===== src/sv/sts_pkg.sv =====
`timescale 1ns / 1ps
// ----------------------------------------------------------------------------
// sts_pkg: shared types and constants of the sorted table search and delete
// Holds the operation codes, the request and result structs and the compare
// flags that pass between the sequencer and the compare unit.
// ----------------------------------------------------------------------------
package sts_pkg;

	localparam int DEPTH_DEFAULT = 256;

	localparam logic [1:0] OP_INSERT = 2'd0;
	localparam logic [1:0] OP_SEARCH = 2'd1;
	localparam logic [1:0] OP_DELETE = 2'd2;

	typedef struct packed {
		logic [1:0]         operation;
		logic signed [31:0] value;
	} sts_req_t;

	typedef struct packed {
		logic       found;
		logic [7:0] position;
		logic [8:0] entry_total;
		logic       table_full;
	} sts_res_t;

	// Outcome of comparing a stored key with the request key.
	typedef struct packed {
		logic eq;
		logic lt;
		logic gt;
	} sts_cmp_t;

endpackage


===== src/sv/sts_cmp.sv =====
`timescale 1ns / 1ps
// ----------------------------------------------------------------------------
// sts_cmp: shared key comparator
// Compares a stored key against the request key as signed numbers.
// ----------------------------------------------------------------------------
module sts_cmp
	import sts_pkg::*;
(
	input  logic signed [31:0] stored,
	input  logic signed [31:0] key,
	output sts_cmp_t           cmp
);

	always_comb begin
		cmp.eq = (stored == key);
		cmp.lt = (stored < key);
		cmp.gt = (stored > key);
	end

endmodule


===== config.mk =====
export PLATFORM = sky130hd
export DESIGN_NAME = sts_cmp
export DESIGN_NICKNAME = d
export VERILOG_FILES = /design/src/sv/sts_pkg.sv /design/src/sv/sts_cmp.sv
export SDC_FILE = /design/constraint.sdc
export NUM_CORES = 1
export LEC_CHECK = 0
export ABC_CLOCK_PERIOD_IN_PS = 1600
export BUFFER_PORTS_ARGS = -buffer_cell sky130_fd_sc_hd__buf_2
export CAP_MARGIN = 10
export CORE_MARGIN = 2
export CORE_UTILIZATION = 25
export DETAILED_ROUTE_END_ITERATION = 8
export PLACE_DENSITY = 0.6
export SLEW_MARGIN = 20
export SYNTH_ARGS = -nofsm -noshare
export SYNTH_HDL_FRONTEND = slang
export SYNTH_SLANG_ARGS = --single-unit

===== constraint.sdc =====
create_clock -name vclk -period 1.6
set_input_delay 0.16 -clock vclk [all_inputs]
set_output_delay 0.16 -clock vclk [all_outputs]
set_load 0.05 [all_outputs]

==> results_tabular.tex <==
\begin{tabular}{lr}
\hline
Metric & Value \\
\hline
\multicolumn{2}{l}{\textbf{Min path}} \\
\quad Number of cells on the worst hold path & 5 \\
\quad Capture endpoint of the worst hold path & cmp[1] \\
\quad Startpoint of the lowest-slack hold path & stored[31] \\
\quad Kind of path behind the tightest hold check & in -> out \\
\multicolumn{2}{l}{\textbf{Drt}} \\
\quad Via density per instance & 4.351 \\
\quad Met2 Wirelength & between 1 and 1.5 mm \\
\quad Residual antenna-violating net count after detailed routing & 0 \\
\quad Overall via count from detail\_route & between 1000 and 1500 \\
\quad Highest layer used for signal routing & met3 \\
\quad Wire per inst & 9.678 µm \\
\quad M1 wire length & 984 µm \\
\quad DRC Markers & 0 \\
\quad Overall routed net length & 2.342 mm \\
\quad Count of TritonRoute iterations in the first routing pass & 4 \\
\quad Routed met3 length & $\sim$170 µm \\
\quad Initial drt markers & 22 \\
\multicolumn{2}{l}{\textbf{Place}} \\
\quad Global placer's final weighted congestion & 0.7180 \\
\quad DP HPWL & 1.990 mm \\
\quad Instance area after placement & 1491 µm² \\
\quad Worst slack at placement & -0.8417 ns \\
\quad Port Buf Inserts & 67 \\
\multicolumn{2}{l}{\textbf{Layout}} \\
\quad Diodes inserted & 0 \\
\quad Sequential cell area in the final layout & 0 µm² \\
\quad Number of clock buffers in the layout & 0 \\
\quad Seq cells & 0 \\
\quad \# fillers & 328 \\
\quad Nets@finish & around 290 \\
\quad Finished Cell Area & 1720 µm² \\
\quad Layout Area Growth over Synthesis & 103.7\% \\
\quad Share of post-route cells with drive strength above 1 & 60.71\% \\
\multicolumn{2}{l}{\textbf{Yosys}} \\
\quad Post-Synthesis Mean Instance Area & 7.097 µm² \\
\quad Cell with the most instances after synthesis & sky130\_fd\_sc\_hd\_\_inv\_1 \\
\quad Synthesized netlist cell count & approximately 120 \\
\quad Top area cells in the synthesized netlist & sky130\_fd\_sc\_hd\_\_ha\_1 (47\%), sky130\_fd\_sc\_hd\_\_inv\_1 (15\%), sky130\_fd\_sc\_hd\_\_a21oi\_1 (5.3\%), sky130\_fd\_sc\_hd\_\_nand4\_1 (4.4\%), sky130\_fd\_sc\_hd\_\_nand2\_1 (3.6\%) \\
\quad Post-synthesis instance area & about 840 µm² \\
\quad Yosys synthesis warning count & 0 \\
\quad Most used standard cells in the synthesized netlist & sky130\_fd\_sc\_hd\_\_inv\_1 (34), sky130\_fd\_sc\_hd\_\_ha\_1 (32), sky130\_fd\_sc\_hd\_\_a21oi\_1 (9) \\
\quad Syn\_nets & 215 \\
\quad Share of the yosys chip area belonging to registers & 0\% \\
\quad Post-synth top area cell & sky130\_fd\_sc\_hd\_\_ha\_1 \\
\quad Fraction of synthesized cell area taken by the top area cell type & between 40\% and 50\% \\
\quad Number of different library cells in the post-synthesis netlist & 23 \\
\multicolumn{2}{l}{\textbf{Pwr}} \\
\quad Switching power summed over all nets & 217.8 µW \\
\quad Switching portion of total power & 46.32\% \\
\quad Combinational fraction of design power & 100.0\% \\
\quad Worst vdd ir & 0.2245 mV \\
\quad Power density over the cells & 273.4 nW/µm² \\
\quad Relative contribution of sequential cells to total power & 0\% \\
\quad Internal power & 252.5 µW \\
\quad Clock share of power & 0\% \\
\quad Leakage & $\sim$0.00090 µW \\
\multicolumn{2}{l}{\textbf{Outcome}} \\
\quad Violated checks & setup timing \\
\quad Outcome & complete, but fails checks \\
\multicolumn{2}{l}{\textbf{Critical path}} \\
\quad Worst Path Class, Setup & in -> out \\
\quad Critical Path Sink Type & output pin \\
\quad Arrival time of data at the critical path endpoint & 1.94 ns \\
\quad CP Data Required Time & 1.44 ns \\
\quad Worst setup path startpoint & key[7] \\
\quad Critical path peak fanout & 2 \\
\quad Critical path startpoint category & input port \\
\multicolumn{2}{l}{\textbf{Floorplanning}} \\
\quad Die Outline Area & 3859 µm² \\
\quad Std cell rows & 21 \\
\quad Initial core utilization & 25.71\% \\
\quad I/O pins & 67 \\
\quad Floorplan core area & 3284 µm² \\
\quad Die width & 62.12 µm \\
\quad Overall die height & 62.12 µm \\
\multicolumn{2}{l}{\textbf{Global route}} \\
\quad Total global-route track usage & 12.05\% \\
\quad Pin count of the biggest net entering global routing & 4 \\
\quad Number of global-route vias before repair & 1061 \\
\quad First-pass GRT wire length & between 4 and 5 mm \\
\quad Global route total overflow & 0 \\
\quad Number of antenna violations at the first check in global routing & 0 \\
\multicolumn{2}{l}{\textbf{Flow run}} \\
\quad Max Cap Viol & 0 \\
\multicolumn{2}{l}{\textbf{STA}} \\
\quad Worst slew margin & 81.72\% \\
\quad Achievable clock frequency & 476.5 MHz \\
\quad Setup repair after global routing missed its margin & true \\
\quad Portion of the clock cycle consumed by the worst path in the final layout & 131.2\% \\
\quad Final number of max-transition violations & 0 \\
\quad Setup-failing EPs final & 3 \\
\quad Slew at the pin closest to its max-slew limit & 0.2725 ns \\
\quad Final Hold Viols & 0 \\
\quad Smallest hold slack & 0.9104 ns \\
\quad Min Tclk post-route & 2.099 ns \\
\quad Worst path setup slack after routing & -0.4986 ns \\
\multicolumn{2}{l}{\textbf{Clock tree}} \\
\quad \# hold bufs at CTS & 0 \\
\hline
\end{tabular}
per-stage QoR:
stage / TNS (ns) / power [µW] / util (%) / cells
finish: -1.165 / 470.3 / 52.38 / 242
global route: -1.371 / 536.0 / 52.38 / 242
CTS: -1.101 / 456.1 / 50.51 / 242
detailed placement: -2.049 / 387.9 / 45.41 / 242
global placement: -2.049 / 386.2 / 45.41 / 242
floorplan: -0.8952 / 234.0 / - / 119
worst max-delay path by stage:
stage | to | slack, ns | cells after the start
2_1_floorplan | cmp[0] | -0.43 | 7
3_3_place_gp | cmp[0] | -0.84 | 9
3_5_place_dp | cmp[1] | -0.84 | 9
4_1_cts | cmp[1] | -0.49 | 10
5_1_grt | cmp[0] | -0.58 | 10
6_report | cmp[0] | -0.50 | 10
area by class of cell:
class	instances	area, µm²	share of cell area, %
Multi-Input combinational cell	85	1012	58.84
Timing Repair Buffer	77	508.0	29.53
Inverter	34	142.6	8.291
Tap cell	46	57.56	3.345
power groups by stage:
stage          Combinational [µW]  Sequential (µW)  Clock (µW)
2_1_floorplan                 234                0           0
6_report                      470                0           0
4_1_cts                       456                0           0
3_5_place_dp                  388                0           0
5_1_grt                       536                0           0
3_3_place_gp                  386                0           0
worst max-delay path, cell delays in order:
cell and delay, ns:
sky130_fd_sc_hd__buf_6 0.09, sky130_fd_sc_hd__inv_2 0.05, sky130_fd_sc_hd__ha_4 0.20, sky130_fd_sc_hd__a21oi_2 0.12
sky130_fd_sc_hd__o21ai_1 0.08, sky130_fd_sc_hd__a221o_1 0.30, sky130_fd_sc_hd__a211o_1 0.27, sky130_fd_sc_hd__a21oi_4 0.22
sky130_fd_sc_hd__mux2i_4 0.26, sky130_fd_sc_hd__buf_6 0.17
placed cells by master (no fill, tap or decap), drive strengths merged, types with 2 or more instances in the layout:
master and n:
a21o 2, mux2i 2, a21oi 12, buf 77
nor2 2, nor4 3, nand4 6, ha 32
nand2 8, inv 34, o21ai 5, nand3 3
layer usage:
layer,vias to the layer above,global-route usage (%)
met1,449,15.04
met2,35,23.23
met3,0,1.630
li1,569,-
met5,-,0
met4,0,0
cells by family (layout without fill, tap and decap cells):
kind of cell	after synthesis	count (layout)	synth area share, %
buffers and inverters	34	111	15.11
AOI/OAI and AO/OA	25	25	18.96
and+or+nand+nor	26	26	16.15
adders and majority gates	32	32	47.41
muxes	2	2	2.370
what timing repair did:
item	4_1_cts	5_1_grt
resized for setup	33	8
setup endpoints to repair	3	3
buffers inserted	1	2
pin swaps	20	9
Power figures use the tool's default switching activity.
