===== src/sv/sts_pkg.sv =====
`timescale 1ns / 1ps
// ----------------------------------------------------------------------------
// sts_pkg: shared types and constants of the sorted table search and delete
// Holds the operation codes, the request and result structs and the compare
// flags that pass between the sequencer and the compare unit.
// ----------------------------------------------------------------------------
package sts_pkg;

	localparam int DEPTH_DEFAULT = 256;

	localparam logic [1:0] OP_INSERT = 2'd0;
	localparam logic [1:0] OP_SEARCH = 2'd1;
	localparam logic [1:0] OP_DELETE = 2'd2;

	typedef struct packed {
		logic [1:0]         operation;
		logic signed [31:0] value;
	} sts_req_t;

	typedef struct packed {
		logic       found;
		logic [7:0] position;
		logic [8:0] entry_total;
		logic       table_full;
	} sts_res_t;

	// Outcome of comparing a stored key with the request key.
	typedef struct packed {
		logic eq;
		logic lt;
		logic gt;
	} sts_cmp_t;

endpackage


===== src/sv/sts_seq.sv =====
`timescale 1ns / 1ps
// ----------------------------------------------------------------------------
// sts_seq: operation sequencer
// Walks the key store one entry per step for insert and delete, and runs the
// binary search probes, all through the single comparator and the store's read and write ports.
// ----------------------------------------------------------------------------
module sts_seq
	import sts_pkg::*;
#(
	parameter int DEPTH = DEPTH_DEFAULT
) (
	input  logic                      clk,
	input  logic                      arst_n,
	input  logic                      start,
	output logic                      busy,
	input  sts_req_t                  request,
	output logic                      done,
	output sts_res_t                  result,
	input  sts_cmp_t                  cmp,
	output logic signed [31:0]        key,
	input  logic signed [31:0]        rdata,
	output logic                      we,
	output logic [$clog2(DEPTH)-1:0]  waddr,
	output logic signed [31:0]        wdata,
	output logic [$clog2(DEPTH)-1:0]  raddr
);

	localparam int IW = $clog2(DEPTH);
	localparam int CW = $clog2(DEPTH + 1);
	localparam logic [CW-1:0] ONE  = CW'(1);
	localparam logic [CW-1:0] TWO  = CW'(2);
	localparam logic [CW-1:0] FULL = CW'(DEPTH);

	localparam logic [2:0] ST_IDLE      = 3'd0;
	localparam logic [2:0] ST_INS_CMP   = 3'd1;
	localparam logic [2:0] ST_INS_PUT   = 3'd2;
	localparam logic [2:0] ST_SRCH_RD   = 3'd3;
	localparam logic [2:0] ST_SRCH_CMP  = 3'd4;
	localparam logic [2:0] ST_DEL_SCAN  = 3'd5;
	localparam logic [2:0] ST_DEL_SHIFT = 3'd6;

	logic [2:0]         state_q;
	logic signed [31:0] key_q;
	logic [CW-1:0]      cnt_q;
	logic [CW-1:0]      idx_q;
	logic [CW-1:0]      lo_q;
	logic [CW-1:0]      hi_q;
	logic [CW-1:0]      pos_q;
	logic               done_q;
	sts_res_t           res_q;

	logic [CW-1:0] mid;
	logic [CW-1:0] rd_addr;
	logic [CW-1:0] wr_addr;

	function automatic sts_res_t make_res(input logic f, input logic [CW-1:0] p,
		input logic [CW-1:0] t, input logic full);
		sts_res_t r;
		r.found       = f;
		r.position    = 8'(p);
		r.entry_total = 9'(t);
		r.table_full  = full;
		return r;
	endfunction

	assign mid   = lo_q + ((hi_q - lo_q - ONE) >> 1);
	assign busy  = (state_q != ST_IDLE);
	assign done  = done_q;
	assign result = res_q;
	assign key   = key_q;
	assign raddr = rd_addr[IW-1:0];
	assign waddr = wr_addr[IW-1:0];

	// The read address is set in the cycle before its data is used; in idle
	// it already points at the first entry an insert or delete will need.
	always_comb begin
		rd_addr = '0;
		we      = 1'b0;
		wr_addr = idx_q;
		wdata   = key_q;
		case (state_q)
			ST_IDLE: begin
				if (request.operation == OP_INSERT) begin
					rd_addr = cnt_q - ONE;
				end
			end
			ST_INS_CMP: begin
				rd_addr = idx_q - TWO;
				if (cmp.gt) begin
					we    = 1'b1;
					wdata = rdata;
				end
			end
			ST_INS_PUT: begin
				we = 1'b1;
			end
			ST_SRCH_RD: begin
				rd_addr = mid;
			end
			ST_DEL_SCAN: begin
				rd_addr = idx_q + ONE;
			end
			ST_DEL_SHIFT: begin
				rd_addr = idx_q + TWO;
				if ((idx_q + ONE) < cnt_q) begin
					we    = 1'b1;
					wdata = rdata;
				end
			end
			default: begin
				rd_addr = '0;
			end
		endcase
	end

	always_ff @(posedge clk or negedge arst_n) begin
		if (!arst_n) begin
			state_q <= ST_IDLE;
			cnt_q   <= '0;
			done_q  <= 1'b0;
		end else begin
			done_q <= 1'b0;
			case (state_q)
				ST_IDLE: begin
					if (start) begin
						key_q <= request.value;
						case (request.operation)
							OP_INSERT: begin
								if (cnt_q == FULL) begin
									res_q  <= make_res(1'b0, '0, cnt_q, 1'b1);
									done_q <= 1'b1;
								end else if (cnt_q == '0) begin
									idx_q   <= '0;
									state_q <= ST_INS_PUT;
								end else begin
									idx_q   <= cnt_q;
									state_q <= ST_INS_CMP;
								end
							end
							OP_SEARCH: begin
								lo_q    <= '0;
								hi_q    <= cnt_q;
								state_q <= ST_SRCH_RD;
							end
							OP_DELETE: begin
								if (cnt_q == '0) begin
									res_q  <= make_res(1'b0, '0, cnt_q, 1'b0);
									done_q <= 1'b1;
								end else begin
									idx_q   <= '0;
									state_q <= ST_DEL_SCAN;
								end
							end
							default: begin
								res_q  <= make_res(1'b0, '0, cnt_q, 1'b0);
								done_q <= 1'b1;
							end
						endcase
					end
				end
				ST_INS_CMP: begin
					// Larger keys move up one place; the first key not larger
					// marks where the new key goes.
					if (cmp.gt) begin
						idx_q <= idx_q - ONE;
						if (idx_q == ONE) begin
							state_q <= ST_INS_PUT;
						end
					end else begin
						state_q <= ST_INS_PUT;
					end
				end
				ST_INS_PUT: begin
					cnt_q   <= cnt_q + ONE;
					res_q   <= make_res(1'b0, idx_q, cnt_q + ONE, 1'b0);
					done_q  <= 1'b1;
					state_q <= ST_IDLE;
				end
				ST_SRCH_RD: begin
					if (lo_q >= hi_q) begin
						res_q   <= make_res(1'b0, '0, cnt_q, 1'b0);
						done_q  <= 1'b1;
						state_q <= ST_IDLE;
					end else begin
						idx_q   <= mid;
						state_q <= ST_SRCH_CMP;
					end
				end
				ST_SRCH_CMP: begin
					if (cmp.eq) begin
						res_q   <= make_res(1'b1, idx_q, cnt_q, 1'b0);
						done_q  <= 1'b1;
						state_q <= ST_IDLE;
					end else begin
						if (cmp.lt) begin
							lo_q <= idx_q + ONE;
						end else begin
							hi_q <= idx_q;
						end
						state_q <= ST_SRCH_RD;
					end
				end
				ST_DEL_SCAN: begin
					if (cmp.eq) begin
						pos_q   <= idx_q;
						state_q <= ST_DEL_SHIFT;
					end else if ((idx_q + ONE) >= cnt_q) begin
						res_q   <= make_res(1'b0, '0, cnt_q, 1'b0);
						done_q  <= 1'b1;
						state_q <= ST_IDLE;
					end else begin
						idx_q <= idx_q + ONE;
					end
				end
				ST_DEL_SHIFT: begin
					if ((idx_q + ONE) < cnt_q) begin
						idx_q <= idx_q + ONE;
					end else begin
						cnt_q   <= cnt_q - ONE;
						res_q   <= make_res(1'b1, pos_q, cnt_q - ONE, 1'b0);
						done_q  <= 1'b1;
						state_q <= ST_IDLE;
					end
				end
				default: begin
					state_q <= ST_IDLE;
				end
			endcase
		end
	end

endmodule


===== config.mk =====
export PLATFORM = sky130hd
export DESIGN_NAME = sts_seq
export DESIGN_NICKNAME = d
export VERILOG_FILES = /design/src/sv/sts_pkg.sv /design/src/sv/sts_seq.sv
export SDC_FILE = /design/constraint.sdc
export NUM_CORES = 1
export LEC_CHECK = 0
export ABC_AREA = 1
export BUFFER_PORTS_ARGS = -buffer_cell sky130_fd_sc_hd__buf_2
export CORE_MARGIN = 2
export CORE_UTILIZATION = 45
export CTS_CLUSTER_SIZE = 8
export DETAILED_ROUTE_END_ITERATION = 10
export PLACE_DENSITY_LB_ADDON = 0.08
export SETUP_SLACK_MARGIN = 0.05
export SLEW_MARGIN = 5
export SYNTH_ARGS = -nofsm -noshare
export SYNTH_HDL_FRONTEND = slang
export SYNTH_SLANG_ARGS = --single-unit

===== constraint.sdc =====
create_clock -name clk -period 3.5 [get_ports clk]
set_input_delay 0.175 -clock clk [delete_from_list [all_inputs] [get_ports clk]]
set_output_delay 0.175 -clock clk [all_outputs]
set_load 0.05 [all_outputs]

==> key figures <==
Status
  • Outcome: finished clean

Final layout
  • Post-layout util: between 60% and 70%
  • Most frequent cells in the layout: nand2_1 (235), buf_2 (139), inv_1 (96)
  • Nets: between 1000 and 1500
  • Non-filler cells, final: roughly 1300
  • ANT cells: 0
  • Commonest non-fill, non-tap cell in the layout: nand2_1
  • Fraction of layout cells with a size suffix above 1: between 20 and 30%
  • Area grow syn2layout: 34.5%
  • Final instance area: around 9500 um2

Place
  • Post-Place Cells: 1247
  • Placer Congestion: just under 1
  • Post-DP Area: 8170 um2
  • Buffers on Ports: about 170
  • DP HPWL: ~17000 um

Floorplan
  • Io pins: 174
  • Chip Height: 129 um
  • Die footprint: between 15000 and 20000 um2
  • Initial core utilization: a little under half
  • FP Rows: between 40 and 50
  • Die Width: between 100 and 150 um
  • Core area: ~15000 um2

Clock tree
  • CTS tree: built
  • CTS sink count: slightly below 100
  • Insertion delay to the later sink of the worst-skew pair: roughly 360 ps
  • Clock buffer depth: 2
  • CTS root buffer: clkbuf_16
  • Clock slew seen by the registers of the worst setup and hold paths: 70 ps
  • H-tree Lvls: 3
  • CTS buffer count: 9

Synthesis
  • Seq cells post-synth: 99
  • Syn avg cell area: around 8.1 um2
  • Synth warn: 0
  • Cells after Synth: slightly below 900
  • Syn_nets: between 900 and 1000
  • Largest family of logic cells by synthesized area: simple AND/OR/NAND/NOR gates
  • Synth Area in Compound Gates: between 10% and 20%
  • Post-synthesis sequential area ratio: between 40 and 50%
  • Mapped cell area: ~7000 um2
  • Post-Synth XOR/XNOR Area: ~2.9%
  • Netlist cell types: between 40 and 50
  • Post-synthesis adder-cell area fraction: a little under a tenth
  • Post-synthesis mux area share: 0%
  • Simple-gate share of the synthesized area: ~25%

Setup path
  • CP Max Fanout: 8
  • Crit start category: register
  • Worst Path Arrival: between 3000 and 4000 ps
  • Critical Path End Type: primary output
  • Required time of the critical path: around 3300 ps
  • Worst setup path category: reg2out

Detailed routing
  • Wire length per cell: ~17 um
  • Total wire length: around 23000 um
  • Starting DRT DRC Count: around 400
  • Via total after detailed routing: 6920
  • DR vias/cell: ~5.2
  • ANT nets after route: 0
  • Drt pass-1 iters: 6
  • DRC violations left: 0

Timing
  • Setup Skew: roughly 6.6 ps
  • Final cycle utilization of the critical path: a little over nine tenths
  • Fmax: ~300 MHz
  • Final Setup Violations: 0
  • Pins Over Slew Limit: 0
  • Slew HR: between 30% and 40%
  • Hold_ws: ~250 ps
  • Setup TNS: 0 ps
  • Final count of hold timing violations: 0
  • Unrepaired setup endpoints after global routing: false
  • Tmin final: around 3300 ps
  • Slew @ Worst Pin: ~950 ps

Pwr
  • Pwr/cell area: around 900 nW/um2
  • Leakage power: 4.44 nW
  • Internal Power: about 3.9 mW
  • Seq pwr share: about a fifth
  • Clock power frac: a little under an eighth
  • Sw Share: 54.1%
  • Comb power frac: between 60% and 70%
  • Peak VDD IR: 0.473 mV
  • Switching power: 4.59 mW

GRT
  • All-layer global routing usage: between 20% and 30%
  • Largest net degree at the start of global routing: 33
  • First-pass GRT wire length: 33700 um
  • M2 GR Usage: 42.5%
  • Met3 Usage GRT: between 4 and 5%
  • M1 GR Usage: 36.2%
  • Total gr overflow: 0
  • Initial antenna violation count: 0
  • Gr busiest metal: met2
  • Vias in the first global route: approximately 6300

Job
  • Max-cap viol count: 0

Worst hold path
  • Worst Hold Class: in2reg
==> final cells by class <==
type,instances,area (um2)
clock inverter,7,58.8
fill,1379,5810
clock buffer,9,225
sequential,99,2910
inverter,112,420
tap,211,264
timing repair buffer,257,1860
multi-input combinational,626,3710
==> per-layer routing <==
metal | wire length, um | vias to the layer above
met3 | 1490 | 42
met2 | 10800 | 262
met4 | 571 | 0
li1 | - | 3381
met5 | 0 | -
met1 | 9990 | 3235
==> cells by family after synthesis <==
| logic type | after synthesis |
|---|---|
| and+or+nand+nor | 410 |
| adders and majority gates | 52 |
| xor gates and xnor gates | 23 |
| AOI/OAI and AO/OA | 140 |
| DFF | 99 |
| buffers and inverters | 148 |
==> flip-flops by register name, indices dropped and copies added (netlist names) <==
signal	cells
cnt_q	9
done	1
hi_q	9
idx_q	9
key	32
lo_q	9
pos_q	8
result	19
state_q	3
==> cell usage after synthesis, drive strengths merged <==
cell type | count | area share [%]
inv | 109 | 5.8
dfrtp | 13 | 4.6
clkbuf | 9 | 0.50
o211ai | 6 | 0.64
nand3b | 4 | 0.43
a21o | 1 | 0.11
nand4 | 15 | 1.3
nor3 | 11 | 0.93
clkinv | 3 | 0.16
edfxtp | 86 | 37
o21ai | 83 | 7.0
a31oi | 6 | 0.53
nand2 | 251 | 13
nor4 | 1 | 0.089
a21oi | 23 | 1.6
a22oi | 1 | 0.11
fa | 3 | 0.85
nor2 | 64 | 3.7
o221ai | 4 | 0.50
o31ai | 2 | 0.21
a211oi | 1 | 0.11
o2111ai | 8 | 1.0
ha | 49 | 8.7
o21bai | 3 | 0.32
nand3 | 58 | 4.1
buf | 27 | 2.7
o22ai | 2 | 0.18
xor2 | 21 | 2.6
xnor2 | 2 | 0.25
or2 | 6 | 0.53
==> power groups by stage <==
stage | sequential (mW) | clock, mW | combinational (mW)
6_report | 1.81 | 0.977 | 5.69
3_5_place_dp | 1.85 | 0 | 4.86
5_1_grt | 1.84 | 1.04 | 6.11
3_3_place_gp | 1.84 | 0 | 4.85
2_1_floorplan | 2.18 | 0 | 3.35
4_1_cts | 1.82 | 0.993 | 5.12
==> worst max-delay path, cell delays in order, from the launching register on <==
cell       delay [ps]
edfxtp_1          370
ha_2              210
nand2_2            80
nor2_4            170
nand2_2            90
o21ai_2           150
nand2_2           100
inv_2             100
ha_4              200
nand2_2            50
nand2_1            60
a21oi_2           170
nand2_2           100
o21ai_4           180
nand2_4           160
clkbuf_16         230
o21ai_4           160
buf_6             170
==> stage by stage <==
step / power (mW) / setup slack, ps
2_1_floorplan: 5.53 / 212
3_3_place_gp: 6.69 / 253
3_5_place_dp: 6.71 / 229
4_1_cts: 7.93 / 66.8
5_1_grt: 8.99 / 47.4
6_report: 8.48 / 214
==> repair_timing <==
| item | 4_1_cts | 5_1_grt |
|---|---|---|
| endpoints found under the hold margin | 45 | 0 |
| hold buffers | 33 | 0 |
| pin swaps | 2 | 18 |
| resized for setup | 40 | 77 |
| setup endpoints to repair | 33 | 46 |
| setup buffers | 1 | 17 |
| gates cloned | 1 | 6 |
==> worst paths after layout <==
kind | depth (start not counted) | start | endpoint | slack (ps)
max | 17 | idx_q[0] | wdata[4] | 210
max in group asynchronous | 2 | arst_n | state_q[0] | 2960
max reg2reg | 17 | idx_q[0] | idx_q[3] | 480
min in group asynchronous | 2 | arst_n | cnt_q[3] | 270
min | 5 | cmp[0] | state_q[0] | 250
min reg2reg | 2 | pos_q[3] | result[13] | 530
Note: power is estimated with default switching activity, not from simulation.
